### config.mk
export PLATFORM = sky130hd
export DESIGN_NAME = usq_queue
export DESIGN_NICKNAME = d
export VERILOG_FILES = /design/src/design/usq_queue.sv
export SDC_FILE = /design/constraint.sdc
export NUM_CORES = 1
export LEC_CHECK = 0
export BUFFER_PORTS_ARGS = -buffer_cell sky130_fd_sc_hd__buf_4
export CORE_MARGIN = 2
export CORE_UTILIZATION = 49
export CTS_BUF_LIST = sky130_fd_sc_hd__clkbuf_4 sky130_fd_sc_hd__clkbuf_8 sky130_fd_sc_hd__clkbuf_16
export CTS_CLUSTER_SIZE = 12
export DETAILED_ROUTE_END_ITERATION = 8
export GPL_ROUTABILITY_DRIVEN = 0
export GPL_TIMING_DRIVEN = 0
export PLACE_DENSITY = 0.85
export SYNTH_ARGS = -nofsm -noshare
export SYNTH_HDL_FRONTEND = slang
export SYNTH_SLANG_ARGS = --single-unit
### constraint.sdc
create_clock -name clk -period 1.79 [get_ports clk]
set_clock_uncertainty 0.1 [all_clocks]
set_input_delay 0.4475 -clock clk [delete_from_list [all_inputs] [get_ports clk]]
set_output_delay 0.4475 -clock clk [all_outputs]
set_load 0.01 [all_outputs]
### src/design/usq_queue.sv
// Short register queue between the front and the back end.
// Depends on nothing; DEPTH must be at least 2.
module usq_queue #(
  parameter int WIDTH = 8,
  parameter int DEPTH = 2
) (
  input  logic             clk,
  input  logic             rst,
  input  logic             push_valid,
  output logic             push_ready,
  input  logic [WIDTH-1:0] push_data,
  output logic             pop_valid,
  input  logic             pop_ready,
  output logic [WIDTH-1:0] pop_data
);

  localparam int PTR_W = $clog2(DEPTH);
  localparam int CNT_W = $clog2(DEPTH + 1);

  logic [WIDTH-1:0] slots [DEPTH];
  logic [PTR_W-1:0] wr_ptr;
  logic [PTR_W-1:0] rd_ptr;
  logic [CNT_W-1:0] fill;
  logic             do_push;
  logic             do_pop;

  assign push_ready = (fill != CNT_W'(DEPTH));
  assign pop_valid  = (fill != '0);
  assign pop_data   = slots[rd_ptr];
  assign do_push    = push_valid && push_ready;
  assign do_pop     = pop_valid && pop_ready;

  // Storage
  always_ff @(posedge clk) begin
    if (do_push) begin
      slots[wr_ptr] <= push_data;
    end
  end

  // Pointers and fill count
  always_ff @(posedge clk) begin
    if (rst) begin
      wr_ptr <= '0;
      rd_ptr <= '0;
      fill   <= '0;
    end else begin
      if (do_push) begin
        wr_ptr <= (wr_ptr == PTR_W'(DEPTH - 1)) ? '0 : wr_ptr + 1'b1;
      end
      if (do_pop) begin
        rd_ptr <= (rd_ptr == PTR_W'(DEPTH - 1)) ? '0 : rd_ptr + 1'b1;
      end
      if (do_push && !do_pop) begin
        fill <= fill + 1'b1;
      end else if (do_pop && !do_push) begin
        fill <= fill - 1'b1;
      end
    end
  end

endmodule

==> qor.txt, run 1 <==
status = complete, no violations
largest area contributor in the netlist = edfxtp_1
via count = 470
number of synthesis warnings = 0
WL/cell = 14.4 µm
# diodes = 0
asr flop ratio synth = 0
Period Utilization, post-route = 0.983
Leak = 0.000450 µW
Worst EP required = 1.24 ns
proportion of synthesized chip area in sequential cells = 0.720
number of synthesized flops with an enable pin = 16
Num Clock Sinks = 21
count leader, synth = edfxtp_1
postcts setup bufs = 0
cell internal pwr = 1060 µW
Unique masters post-synth = 17
crit path kind = reg -> out
Die Ht = 44.6 µm
Design Power = 1470 µW
area delta synth->final = 34.6%
Clock Tree Buf Depth = 2
DRC viols = 0
CTS clk-pin slew, worst paths = 0.11 ns
Die ar. = 0.00198 mm²
clock power share = 0.157
Post-Syn Nets = 62
H-tree depth = 1
critical path capture point type = output pin
worst-path fanout max = 8
Final #Nets = 88
unrepaired setup endpoints after global routing = true
Gate power share = 0.387
Synth top cells by count = edfxtp_1 (16), mux2_2 (8), dfxtp_1 (5), nor2_1 (3), xor2_1 (3)
MaxCap Viol Count = 0
placed insts = 86
Post-Synthesis Cells = 49
Syn Std Cell Area = 806 µm²
clk_lat worst skew = 0.29 ns
Slew HR = 0.726
cts bufs inserted = 3
Net Sw Frac = 0.278
Initial DRT Pass Iterations = 4
drt total wl = 1290 µm
Final Non-Filler Cells = 90
max-slew violation count = 0
Seq cells post-synth = 21
dominant cells by area after synthesis = edfxtp_1 (60%), dfxtp_1 (12%), mux2_2 (11%)
Max Clk Rate = 568 MHz
vias in the first global route = 453
DRT antenna net count = 0
pwr dens = 1360 mW/mm²
Worst-Margin Slew = 0.410 ns
vias per cell = 5.22
top_reg_cell synth = edfxtp_1
Startpoint Class = flip-flop
P_sw = 409 µW
share of cells above drive strength 1 = 0.514
GRT Total Usage = 0.137
syn avg cell area = 16.4 µm²
initial antenna violation count = 0
Initial Utilization = 0.529
worst hold path class = in -> reg
Final min period = 1.76 ns
Setup Viol. Count Final = 0
CTS tree = yes
critical path arrival = 1.21 ns
IO Port Bufs = 21
Sequential Power Share = 0.457
Row Count = 14
Hold Slack = 0.232 ns
setup TNS = 0 ns
largest net degree at the start of global routing = 12
root buffer cell = clkbuf_4
fillers = 109
VDD IR max = 0.000938 V
gr ovfl total = 0
DR iter-0 viols = 6
I/O Pins = 22
post-DP HPWL = 924 µm
Core ar. = 0.00152 mm²
share of the synthesized area in the top cell type = 0.596
Die X-Extent = 44.6 µm
first-pass GRT wire length = 1840 µm
Hold Fails Final Rpt = 0
-- power by group through the flow --
stage               clock network [µW]  registers, µW  logic (µW)
CTS                                240            667         483
detailed placement                   0            674         472
global placement                     0            668         457
finish                             231            672         569
global route                       258            679         609
floorplan                            0            662         296
-- metrics by stage --
stage               area (µm²)  setup slack, ns  utilization
floorplan                  806            0.191            -
global placement           983            0.116        0.645
detailed placement         983           0.0675        0.645
CTS                       1020          -0.0129        0.670
global route              1080          -0.0285        0.712
finish                    1080           0.0308        0.712
-- logic make-up after synthesis --
kind of cell               Yosys count  synth area share
AOI/OAI and AO/OA                    5            0.0373
buffers and inverters                2            0.0109
and+or+nand+nor                      9            0.0714
adders and majority gates            1            0.0155
xor gates and xnor gates             3            0.0326
muxes                                8             0.112
DFF                                 21             0.721
-- sequential cells by signal, indices dropped and copies added, names as in the netlist, named ones only --
signal,cells
wr_ptr,1
rd_ptr,1
fill,2
slots,16
-- path summary, 6_finish.rpt --
path	startpoint	end	slack [ns]	cells after the start
setup / recovery	flip-flop	pop_data[4]	0.03	3
hold / removal	push_data[7]	slots[0][7]	0.23	1
setup reg to reg	fill[1]	fill[1]	0.09	4
hold reg to reg	rd_ptr	flip-flop	0.45	2
-- repair_timing --
item                       CTS  global route
setup endpoints to repair    8             8
gates resized for setup      3            17
hold buffers                 0             0
-- cell usage in the layout, fill, tap and decap left out --
cell type,synthesis,routed
edfxtp_1,16,16
buf_4,0,13
mux2_4,0,8
buf_6,0,8
clkbuf_4,0,4
dfxtp_1,5,4
xor2_1,3,3
nor2_1,3,3
o21ai_0,2,2
a21oi_1,2,2
buf_8,0,1
or2_2,1,1
nand2b_4,1,1
and3_1,1,1
and2_1,1,1
nand3b_1,1,1
inv_1,1,1
a21bo_2,1,1
or3_1,1,1
ha_1,1,1
dfxtp_2,0,1
-- layout make-up --
type	instances	area [µm²]	share of cell area
inverters	1	3.75	0.00346
plain buffers	1	15.0	0.0138
flip-flops and latches	21	582	0.536
well taps	16	20.0	0.0185
clock buffers	4	30.0	0.0277
multi-input cells	26	246	0.227
repair buffers	21	188	0.173
-- critical path: stages, from the launching register on --
cell and delay (ns):
dfxtp_2 0.35, buf_8 0.14, mux2_4 0.31, buf_6 0.12
-- per-layer routing --
layer,vias up,track usage,part of all wire,routed length [µm]
li1,231,-,-,-
met1,216,0.144,0.40,516
met2,19,0.243,0.51,655
met3,4,0.0408,0.074,96
met4,0,0.0727,0.021,27
met5,-,0,0,0
Power figures use the tool's default switching activity.
==> run 2, diff against run 1 <==
Settings changed: CORE_UTILIZATION 49 to 44, PLACE_DENSITY 0.85 to 0.82.
Clock period 1.79 ns to 1.6 ns, I/O delays scaled along.
==> run 2 against run 1 <==
The flow now finishes with violations (negative setup slack). Final cell count is 11% higher. Hold slack worse by 0.045 ns. Global-route usage is 0.13 points higher. Critical path depth stayed put. Wire length hardly changed. Critical endpoint is now pop_data[6]. Die area is 10% higher. Clock-buffer cell count stayed put. Utilization is 5.7 points lower. Flip-flop and latch count stayed put. Via count is 1.1% higher. Clock power is 10% higher.
==> qor.txt, run 2 (synthesis gave the netlist of run 1 again) <==
DRT antenna net count = 0 (unchanged)
Die X-Extent = 46.8 µm (+5.0%)
CTS tree = yes
hold_sp = rst
Slew HR = 0.749 (+0.0226)
clk_lat worst skew = 0.29 ns (about the same)
Worst-Margin Slew = 0.377 ns (-0.0338 ns)
leading cell type in the layout, fill and taps excluded = edfxtp_1
fillers = 155 (+42%)
Final min period = 1.71 ns
crit path kind = reg -> out
violations in the final reports = negative setup slack
Startpoint Class = flip-flop
cts bufs inserted = 3 (unchanged)
Design Power = 1720 µW (+17%)
Setup Viol. Count Final = 8 (+8)
R2R Setup Slk = 0.02 ns (-0.07 ns)
Worst EP required = 1.10 ns (-0.14 ns)
unrepaired setup endpoints after global routing = true
Final #Nets = 89 (+1.1%)
pwr dens = 1520 mW/mm² (+12%)
drt total wl = 1300 µm (about the same)
share of cells above drive strength 1 = 0.587 (+0.0732)
Die Ht = 46.8 µm (+5.0%)
Leak = 0.000458 µW (+2.0%)
max FFs per register = 16 (unchanged)
critical path capture point type = output pin
status = finished with violations
Biggest register = slots
worst-path fanout max = 8 (unchanged)
via count = 475 (+1.1%)
Row Count = 15 (+1)
path depth of the worst reg2reg path = 6 (+2)
Hold Fails Final Rpt = 0 (unchanged)
GRT Total Usage = 0.138 (+0.00130)
reg2reg end = fill[1]
critical path arrival = 1.21 ns (about the same)
reg-to-reg startpoint = fill[0]
I/O Pins = 22 (unchanged)
Final Util = 0.654 (-0.0575)
DR iter-0 viols = 2 (-4)
first-pass GRT wire length = 2060 µm (+12%)
worst setup margin = -0.109 ns (-0.140 ns)
commonest non-fill, non-tap cells in the layout = edfxtp_1 (16), buf_4 (14), mux2_4 (8), buf_6 (8), clkbuf_4 (4)
placed insts = 95 (+10%)
worst hold path class = in -> reg
Core ar. = 0.00173 mm² (+13%)
area delta synth->final = 40.2%
gr ovfl total = 0 (unchanged)
largest net degree at the start of global routing = 12 (unchanged)
max-slew violation count = 0 (unchanged)
initial antenna violation count = 0 (unchanged)
Initial Utilization = 0.467 (-0.0621)
Hold EP = fill[1]
post-DP HPWL = 855 µm (-7.4%)
CTS clk-pin slew, worst paths = 0.11 ns (about the same)
Num Clock Sinks = 21 (unchanged)
Die ar. = 0.00219 mm² (+10%)
MaxCap Viol Count = 0 (unchanged)
VDD IR max = 0.000870 V (-7.2%)
DRC viols = 0 (unchanged)
Clock Tree Buf Depth = 2 (unchanged)
vias per cell = 4.75 (-9.0%)
Period Utilization, post-route = 1.07
Min-Delay Path Depth = 2 (+1)
setup TNS = -0.804 ns (-0.804 ns)
WL/cell = 13.0 µm (-9.9%)
# diodes = 0 (unchanged)
Max Clk Rate = 585 MHz
H-tree depth = 1 (unchanged)
Initial DRT Pass Iterations = 3 (-1)
Largest regs = slots: 16 flops, fill: 2 flops
Final Non-Filler Cells = 100 (+11%)
IO Port Bufs = 21 (unchanged)
root buffer cell = clkbuf_4
vias in the first global route = 486 (+7.3%)
## run 2: layer usage
| layer | vias up | global-route usage | routed length, µm |
|---|---|---|---|
| met5 | - | 0 | 0 |
| li1 | 229 | - | - |
| met2 | 17 | 0.244 | 670 |
| met1 | 229 | 0.156 | 523 |
| met4 | 0 | 0.0500 | 0 |
| met3 | 0 | 0.0462 | 100 |
## run 2: timing repair
item | CTS | global route
endpoints found under the setup margin | 10 | 9
hold endpoints to repair | 0 | 0
resized for setup | 28 | 0
buffers inserted | 0 | 1
pin swaps | 0 | 1
hold buffers | 0 | 0
## run 2: per-stage QoR
step | worst slack [ns] | instance area [µm²] | hold slack, ns
3_5_place_dp | -0.0705 | 995 | 0.419
3_3_place_gp | -0.0223 | 995 | 0.385
5_1_grt | -0.165 | 1130 | 0.168
2_1_floorplan | 0.000970 | 806 | 0.369
4_1_cts | -0.113 | 1120 | 0.184
6_report | -0.109 | 1130 | 0.187
## run 2: final cells by class
class / instances / area, µm² / area share
Buffer: 1 / 15.0 / 0.0133
Sequential cell: 21 / 587 / 0.519
Tap cell: 25 / 31.3 / 0.0277
Timing Repair Buffer: 22 / 195 / 0.173
Clock buffer: 4 / 30.0 / 0.0266
Inverter: 1 / 3.75 / 0.00332
Multi-Input combinational cell: 26 / 268 / 0.237
## run 2: worst max-delay path, stage by stage, from the launching register on
cell     delay, ns
dfxtp_2       0.35
buf_8         0.14
mux2_4        0.31
buf_6         0.12
## run 2: power breakdown
part	leakage (µW)	switching, µW	total (µW)	internal (µW)
clock network	0.0000184	141	255	114
registers	0.000192	61.4	765	703
logic	0.000248	275	699	424
## run 2: how the worst max path moves through the flow
stage | end | cells after the start | slack (ns) | from
floorplan | fill[1] | 5 | 0.001 | fill[0]
global placement | fill[1] | 5 | -0.02 | fill[0]
detailed placement | fill[1] | 4 | -0.07 | fill[0]
CTS | pop_data[7] | 3 | -0.11 | flip-flop
global route | pop_data[6] | 3 | -0.17 | flip-flop
finish | pop_data[6] | 3 | -0.11 | flip-flop
