[src/design/usq_pkg.sv]
// Package for the uniform-step quadrature block: shared widths, codes,
// register reset values and the configuration struct.
// No dependencies.
package usq_pkg;

  // Fixed field widths
  localparam int SAMPLE_W   = 32;
  localparam int SUM_W      = 48;
  localparam int RESULT_W   = 64;
  localparam int METHOD_W   = 2;
  localparam int COUNT_W    = 16;
  localparam int STEP_W     = 32;
  localparam int CFG_IDX_W  = 2;
  localparam int CFG_DATA_W = 32;

  // Default parameter values
  localparam int DEF_COUNT_WIDTH      = 16;
  localparam int DEF_WEIGHT_FRAC_BITS = 24;
  localparam int QUEUE_DEPTH          = 2;

  // Method codes
  localparam logic [METHOD_W-1:0] METHOD_TRAP    = 2'd0;
  localparam logic [METHOD_W-1:0] METHOD_CUBIC   = 2'd1;
  localparam logic [METHOD_W-1:0] METHOD_FOUR    = 2'd2;
  localparam logic [METHOD_W-1:0] METHOD_SIMPSON = 2'd3;

  // Register indexes
  localparam logic [CFG_IDX_W-1:0] REG_METHOD = 2'd0;
  localparam logic [CFG_IDX_W-1:0] REG_COUNT  = 2'd1;
  localparam logic [CFG_IDX_W-1:0] REG_STEP   = 2'd2;

  // Register reset values
  localparam logic [METHOD_W-1:0] RST_METHOD = METHOD_TRAP;
  localparam logic [COUNT_W-1:0]  RST_COUNT  = 16'd1;
  localparam logic [STEP_W-1:0]   RST_STEP   = 32'h0001_0000;

  // Configuration registers as seen by front and back
  typedef struct packed {
    logic [METHOD_W-1:0] method_select;
    logic [COUNT_W-1:0]  sample_count;
    logic [STEP_W-1:0]   step_width;
  } cfg_t;

endpackage

[src/design/usq_front.sv]
// Front end: tracks the position in the run, picks the weight for each
// sample and flags the sample that closes the run. Depends on usq_pkg.
module usq_front #(
  parameter int COUNT_WIDTH      = usq_pkg::DEF_COUNT_WIDTH,
  parameter int WEIGHT_FRAC_BITS = usq_pkg::DEF_WEIGHT_FRAC_BITS
) (
  input  logic                                  clk,
  input  logic                                  rst,
  input  usq_pkg::cfg_t                         cfg,
  input  logic                                  sample_valid,
  output logic                                  sample_ready,
  input  logic signed [usq_pkg::SAMPLE_W-1:0]   sample,
  output logic                                  push_valid,
  input  logic                                  push_ready,
  output logic [usq_pkg::SAMPLE_W+WEIGHT_FRAC_BITS+1:0] push_data
);

  import usq_pkg::*;

  localparam int CW = COUNT_WIDTH;
  localparam int F  = WEIGHT_FRAC_BITS;
  localparam int WW = F + 1;

  // Weights, rounded to nearest, Q1.F
  localparam longint unsigned ONE2 = 64'd1 << (F + 1);
  localparam longint unsigned W_1_2   = (ONE2 + 2) / 4;
  localparam longint unsigned W_5_12  = (5 * ONE2 + 12) / 24;
  localparam longint unsigned W_13_12 = (13 * ONE2 + 12) / 24;
  localparam longint unsigned W_3_8   = (3 * ONE2 + 8) / 16;
  localparam longint unsigned W_7_6   = (7 * ONE2 + 6) / 12;
  localparam longint unsigned W_23_24 = (23 * ONE2 + 24) / 48;
  localparam longint unsigned W_1_3   = (ONE2 + 3) / 6;
  localparam longint unsigned W_4_3   = (4 * ONE2 + 3) / 6;
  localparam longint unsigned W_2_3   = (2 * ONE2 + 3) / 6;
  localparam longint unsigned W_UNIT  = 64'd1 << F;

  logic [CW-1:0] position;
  logic [CW-1:0] n_raw;
  logic [CW-1:0] n;
  logic [CW-1:0] i_eff;
  logic [1:0]    k;
  logic [CW:0]   i_plus_k;
  logic          in_middle;
  logic [CW-1:0] two_k;
  logic [CW-1:0] top;
  logic [CW-1:0] idx_w;
  logic [1:0]    head_idx;
  logic [WW-1:0] weight;
  logic          is_last;
  logic          accept;

  assign sample_ready = push_ready;
  assign push_valid   = sample_valid;
  assign accept       = sample_valid && push_ready;

  // Run length and effective position
  always_comb begin
    n_raw   = CW'(cfg.sample_count);
    n       = (n_raw == '0) ? CW'(1) : n_raw;
    i_eff   = (position >= n) ? n - 1'b1 : position;
    is_last = (i_eff == n - 1'b1);
  end

  // Head length per method
  always_comb begin
    case (cfg.method_select)
      METHOD_TRAP:    k = 2'd1;
      METHOD_CUBIC:   k = 2'd2;
      METHOD_FOUR:    k = 2'd3;
      METHOD_SIMPSON: k = 2'd1;
      default:        k = 2'd1;
    endcase
  end

  // Head index: leading edge, or the mirrored tail with the overlap clamp
  always_comb begin
    i_plus_k  = {1'b0, i_eff} + (CW + 1)'(k);
    in_middle = (i_plus_k < {1'b0, n});
    two_k     = CW'({k, 1'b0});
    top       = (n > two_k) ? n : two_k;
    idx_w     = top - 1'b1 - i_eff;
    if (i_eff < CW'(k)) begin
      head_idx = i_eff[1:0];
    end else if (idx_w >= CW'(k)) begin
      head_idx = k - 1'b1;
    end else begin
      head_idx = idx_w[1:0];
    end
  end

  // Weight select
  always_comb begin
    if (in_middle && !(i_eff < CW'(k))) begin
      if (cfg.method_select == METHOD_SIMPSON) begin
        weight = i_eff[0] ? WW'(W_4_3) : WW'(W_2_3);
      end else begin
        weight = WW'(W_UNIT);
      end
    end else begin
      case (cfg.method_select)
        METHOD_TRAP:  weight = WW'(W_1_2);
        METHOD_CUBIC: weight = (head_idx == 2'd0) ? WW'(W_5_12) : WW'(W_13_12);
        METHOD_FOUR: begin
          case (head_idx)
            2'd0:    weight = WW'(W_3_8);
            2'd1:    weight = WW'(W_7_6);
            default: weight = WW'(W_23_24);
          endcase
        end
        default:      weight = WW'(W_1_3);
      endcase
    end
  end

  assign push_data = {sample, weight, is_last};

  // Position counter
  always_ff @(posedge clk) begin
    if (rst) begin
      position <= '0;
    end else if (accept) begin
      position <= is_last ? '0 : i_eff + 1'b1;
    end
  end

endmodule

[config.mk]
export PLATFORM = sky130hd
export DESIGN_NAME = usq_front
export DESIGN_NICKNAME = d
export VERILOG_FILES = /design/src/design/usq_pkg.sv /design/src/design/usq_front.sv
export SDC_FILE = /design/constraint.sdc
export NUM_CORES = 1
export LEC_CHECK = 0
export ABC_AREA = 1
export BUFFER_PORTS_ARGS = -buffer_cell sky130_fd_sc_hd__buf_2
export CAP_MARGIN = 5
export CORE_ASPECT_RATIO = 1.25
export CORE_MARGIN = 3
export CORE_UTILIZATION = 40
export DETAILED_ROUTE_END_ITERATION = 7
export MAX_ROUTING_LAYER = met4
export PLACE_DENSITY = 0.75
export SETUP_SLACK_MARGIN = 0.05
export SLEW_MARGIN = 20
export SYNTH_ARGS = -nofsm -noshare
export SYNTH_HDL_FRONTEND = slang
export SYNTH_SLANG_ARGS = --single-unit
[constraint.sdc]
create_clock -name clk -period 31.6 [get_ports clk]
set_input_delay 9.48 -clock clk [delete_from_list [all_inputs] [get_ports clk]]
set_output_delay 9.48 -clock clk [all_outputs]
set_load 0.05 [all_outputs]
==> impl_metrics.yaml, run 1 <==
clock_network:
  clk_root_buffer_cell: "sky130_fd_sc_hd__clkbuf_16"
  cts-buffers-inserted: 3
  cts-resized-gates: 0
  clockBufferDepth: 2
  clock_sinks: 16
  h-tree-depth: 1
  postCtsHoldBufs: 0
  postCtsSetupBuffers: 0
synthesis:
  syn-mean-instance-area_um2: 6.07
  synth_seq_area_share: 0.0635
  synthesis.nets: 979
  synth_cell_type_count: 53
  post_synthesis_instance_area_mm2: 0.00504
  synthFlopType: "sky130_fd_sc_hd__dfxtp_1"
  postSynthRegisterBits: 16
  fraction_of_synthesis_flops_using_an_asynchronous_set_or_reset_pin: 0
  syn-instance-count: 830
  yosysWarnings: 0
  number_of_flops_mapped_to_enable_cells_by_yosys: 0
outcome:
  outcome: "did not finish"
  first-error: "[ERROR DRT-0255] Maze Route cannot find path of net sample[31] in worker of routeBox ( 96600 0 ) ( 106410 48300 )."
  flow.stopped_at: "5_2_route"
global_route:
  grt_max_degree: 28
  first_pass_grt_wire_length_um: 21300
  grt_overflow: 0
  grt_use_total: 0.187
  vias_in_the_first_global_route: 4749
  antenna_violations_before_repair: 0
floorplanning:
  floorplan.rows: 45
  die_width_um: 106
  die_h_um: 132
  floorplan.io_pins: 146
  initial_core_util: 0.413
place:
  buffer_ports.inserted: 49
  globalplace.congestion: 0.989
  dp_hpwl_um: 10900
  placement.setup.worst_slack_ns: 6.36
## logic make-up after synthesis
family / Yosys count / share of synthesized area
AO/OA/AOI/OAI: 101 / 0.130
XOR/XNOR: 35 / 0.0623
adder cells (fa/ha/maj): 63 / 0.159
buffers and inverters: 195 / 0.191
flip-flops: 16 / 0.0635
AND/OR/NAND/NOR: 420 / 0.394
## metal layers
metal and global-route usage:
met1 0.217, met3 0.0118, met4 0.0640, met2 0.338, met5 -
## cells in the mapped netlist, types with 2 or more instances
library cell                 n  area [µm²]
sky130_fd_sc_hd__xnor2_1     7        61.3
sky130_fd_sc_hd__nand2_4     2        22.5
sky130_fd_sc_hd__nor3_2      3        30.0
sky130_fd_sc_hd__nand3_4     2        35.0
sky130_fd_sc_hd__ha_1       61         763
sky130_fd_sc_hd__inv_1     102         383
sky130_fd_sc_hd__a21oi_2     2        17.5
sky130_fd_sc_hd__fa_1        2        40.0
sky130_fd_sc_hd__nand3b_1    5        37.5
sky130_fd_sc_hd__nor2_4      3        33.8
sky130_fd_sc_hd__nand3_1    56         280
sky130_fd_sc_hd__nand4_1    26         163
sky130_fd_sc_hd__buf_4      54         405
sky130_fd_sc_hd__a21oi_1    46         230
sky130_fd_sc_hd__a21oi_4     5        81.3
sky130_fd_sc_hd__o21ai_2     2        17.5
sky130_fd_sc_hd__o21ai_4     2        32.5
sky130_fd_sc_hd__xor2_1     27         236
sky130_fd_sc_hd__nor3_4      2        32.5
sky130_fd_sc_hd__or2_2       3        18.8
sky130_fd_sc_hd__nor2_2     12        75.1
sky130_fd_sc_hd__dfxtp_1    16         320
sky130_fd_sc_hd__nand3_2     4        40.0
sky130_fd_sc_hd__o21bai_4    2        37.5
sky130_fd_sc_hd__nor2_1     75         282
sky130_fd_sc_hd__clkbuf_1   16        60.1
sky130_fd_sc_hd__o21ai_1     3        15.0
sky130_fd_sc_hd__a21boi_0    2        15.0
sky130_fd_sc_hd__nor3_1      6        30.0
sky130_fd_sc_hd__o21a_1      4        30.0
sky130_fd_sc_hd__nand2_2    18         113
sky130_fd_sc_hd__nand2_1   196         736
sky130_fd_sc_hd__o21ai_0    28         140
sky130_fd_sc_hd__inv_2      17        63.8
## stage by stage
stage,hold WS (ns),util,cell area (µm²),cells
after detailed placement,0.467,0.409,5000,971
after global placement,0.454,0.409,5000,971
after global routing,0.528,0.415,5080,974
after CTS,0.474,0.415,5080,974
after floorplan,0.439,-,5040,830
==> inputs of run 2 (changes only) <==
CORE_ASPECT_RATIO = unset   (was 1.25)
CORE_UTILIZATION = 25   (was 40)
MAX_ROUTING_LAYER = unset   (was met4)
PLACE_DENSITY = unset   (was 0.75)
PLACE_DENSITY_LB_ADDON = 0.15   (was unset)
SETUP_SLACK_MARGIN = unset   (was 0.05)
==> run 2 against run 1 <==
Effect of this change: the flow now finishes without violations; global-route usage is 5.1 points lower; area after synthesis stayed put; synthesized cell count stayed put.
==> impl_metrics.yaml, run 2 <==
power_and_ir_drop:
  finalPower_uw: 149
  leakagePower_nw: 2.71
  power_switching_share: 0.542
  power.net_switching_uw: 80.9
  p_per_area_mw_per_mm2: 28.7
  irDropWorstVdd_mv: 0.0176
  pwr-share-comb: 0.684
  power.internal_uw: 68.5
  clock_power_share: 0.164
  share_seq_of_total_power: 0.151
route:
  post_drt_wl_per_cell_um: 14.0
  count_of_vias_placed_by_the_detailed_router: 4797
  top_signal_layer_used: "met4"
  drt-initial-drc-count: 211
  met2RoutedLength_um: 6680
  met3_wirelength_um: 610
  routed_via_density: 4.46
  drc: 0
  wirelength_met1_um: 7740
  detail-route-antenna-nets: 0
  drt_pass1_iterations: 5
  postRouteWirelength_um: 15100
place:
  dp_hpwl_um: 13200
  globalplace.congestion: 0.801
  dpl_cell_area_mm2: 0.00513
  buffer_ports.inserted: 49
critical_path:
  crit_path_max_fo: 26
  worstSetupStartpoint: "cfg[34]"
  critical_path_arrival_ns: 16.16
  reg2reg_from: "position[15]$_SDFFE_PP0P_"
  crit_path_frequent_cell: "sky130_fd_sc_hd__nand2_1"
  critical_path.reg2reg.endpoint: "position[10]$_SDFFE_PP0P_"
  critical_path_required_ns: 22.12
  end_kind: "output port"
  slowest_stage: "sky130_fd_sc_hd__a21oi_2"
  worst-r2r-cell-count: 15
  reg2reg_slack_ns: 28.03
  critPathKind: "in2out"
  setup.worst_path.end: "push_data[10]"
  critical-path-max-stage-delay_ns: 0.61
  worst_setup_path_start_kind: "input port"
synthesis:
  post_synthesis_instance_area_mm2: 0.00504
  library_cell_with_the_highest_instance_count_after_synthesis: "sky130_fd_sc_hd__nand2_1"
  synth_cell_type_count: 53
  postSynthRegisterBits: 16
  synth.cells.most_frequent: "sky130_fd_sc_hd__nand2_1, sky130_fd_sc_hd__inv_1, sky130_fd_sc_hd__nor2_1"
  fraction_of_synthesis_flops_using_an_asynchronous_set_or_reset_pin: 0
  synthesis.nets: 979
  synth_top_area_frac: 0.151
  synth_seq_area_share: 0.0635
  yosysWarnings: 0
  post-synth-top-area-cell: "sky130_fd_sc_hd__ha_1"
  syn-mean-instance-area_um2: 6.07
  number_of_flops_mapped_to_enable_cells_by_yosys: 0
  synthFlopType: "sky130_fd_sc_hd__dfxtp_1"
  synth.top_cells.by_area: "sky130_fd_sc_hd__ha_1, sky130_fd_sc_hd__nand2_1, sky130_fd_sc_hd__buf_4"
  syn-instance-count: 830
worst_hold_path:
  worstHoldPathType: "reg2reg"
timing:
  timing_worst_slew_pin_value_ns: 0.635
  setup_violations: 0
  final-hold-violation-count: 0
  slew_viol_final: 0
  final.setup_skew_ns: 0.00492
  grt_setup_unrepaired: "false"
  finalCriticalPeriod_ns: 25.64
  max_clock_freq_ghz: 0.0390
  tns_ns: 0
  final_worst_path_cycle_share: 0.811
  max-slew-margin-rel: 0.573
clock_network:
  clk_root_buffer_cell: "sky130_fd_sc_hd__clkbuf_16"
  h-tree-depth: 1
  clk_pin_slew_ns: 0.05
  postCtsSetupBuffers: 0
  cts-resized-gates: 0
  cts_tree: "yes"
  postCtsHoldBufs: 0
  clockBufferDepth: 2
  cts-buffers-inserted: 3
  clock_sinks: 16
  clock_latency_ns: 0.25
floorplanning:
  floorplan.rows: 51
  initial_core_util: 0.256
  floorplan.io_pins: 146
  fp.coreArea_mm2: 0.0197
  die_width_um: 148
  die_h_um: 148
  fp.dieArea_mm2: 0.0219
final_layout:
  top_regs: "position x16"
  nFillCells: 2316
  drive_gt1_frac: 0.170
  largest_register_ffs: 16
  final_common_cell: "sky130_fd_sc_hd__nand2_1"
  final_cell_mix: "sky130_fd_sc_hd__nand2_1, sky130_fd_sc_hd__inv_1, sky130_fd_sc_hd__nor2_1"
  post-route-cell-area_mm2: 0.00520
  registers.top_by_ff_count: "position"
  nNetsFinal: 961
  layout_overhead_on_the_synthesized_area_pct: 3.20
  antenna_cells_inserted: 0
global_route:
  grt_overflow: 0
  vias_in_the_first_global_route: 4354
  grt_use_total: 0.135
  antenna_violations_before_repair: 0
  grt_max_degree: 28
  first_pass_grt_wire_length_um: 23900
run:
  maxCapViolCount: 0
outcome:
  outcome: "finished, final reports clean"
==> run 2: cell counts after synthesis <==
No cell type changed its count.
==> run 2: how the worst min path moves through the flow <==
stage	start	end	slack [ns]	depth (start not counted)
2_1_floorplan	position[0]$_SDFFE_PP0P_	position[0]$_SDFFE_PP0P_	0.44	2
3_3_place_gp	position[0]$_SDFFE_PP0P_	position[0]$_SDFFE_PP0P_	0.46	2
3_5_place_dp	position[0]$_SDFFE_PP0P_	position[0]$_SDFFE_PP0P_	0.46	2
4_1_cts	position[0]$_SDFFE_PP0P_	position[0]$_SDFFE_PP0P_	0.46	2
5_1_grt	position[0]$_SDFFE_PP0P_	position[0]$_SDFFE_PP0P_	0.51	2
6_report	position[0]$_SDFFE_PP0P_	position[0]$_SDFFE_PP0P_	0.46	2
==> run 2: layout make-up <==
| cell class | instances | area [µm²] | area share |
|---|---|---|---|
| inverter | 123 | 474 | 0.0911 |
| multi-input combinational | 619 | 3760 | 0.722 |
| timing repair buffer | 49 | 245 | 0.0471 |
| tap | 265 | 332 | 0.0637 |
| clock buffer | 3 | 75.1 | 0.0144 |
| sequential | 16 | 320 | 0.0616 |
==> run 2: per-layer routing <==
layer | global-route usage | up-vias
met5 | 0 | -
met4 | 0.00970 | 0
met1 | 0.203 | 2111
li1 | - | 2575
met2 | 0.223 | 109
met3 | 0.00858 | 2
==> run 2: per-stage QoR <==
stage	std cells	util	setup slack, ns	hold slack [ns]
after CTS	1075	0.265	5.90	0.463
after detailed placement	1072	0.261	5.92	0.456
after global placement	1072	0.261	5.93	0.459
after floorplan	830	-	7.39	0.439
final	1075	0.265	5.96	0.464
after global routing	1075	0.265	5.12	0.508
==> run 2: critical path, delay by kind of cell <==
family | cells | cell delay (ns)
and+or+nand+nor | 22 | 3.03
buffers and inverters | 5 | 0.81
adders and majority gates | 3 | 0.73
AOI/OAI and AO/OA | 6 | 1.94
xor gates and xnor gates | 1 | 0.17
==> run 2: cell families after synthesis <==
group,Yosys count,share of synthesized area
adder cells (fa/ha/maj),63,0.159
buffers and inverters,195,0.191
AND/OR/NAND/NOR,420,0.394
AO/OA/AOI/OAI,101,0.130
flip-flops,16,0.0635
XOR/XNOR,35,0.0623
==> run 2: power by group through the flow <==
stage / Sequential, mW / Combinational (mW) / Clock, mW
after floorplan: 0.0224 / 0.0949 / 0
after global placement: 0.0231 / 0.103 / 0
after detailed placement: 0.0230 / 0.103 / 0
after CTS: 0.0226 / 0.103 / 0.0250
after global routing: 0.0227 / 0.116 / 0.0259
final: 0.0226 / 0.102 / 0.0246
Power figures use the tool's default switching activity.
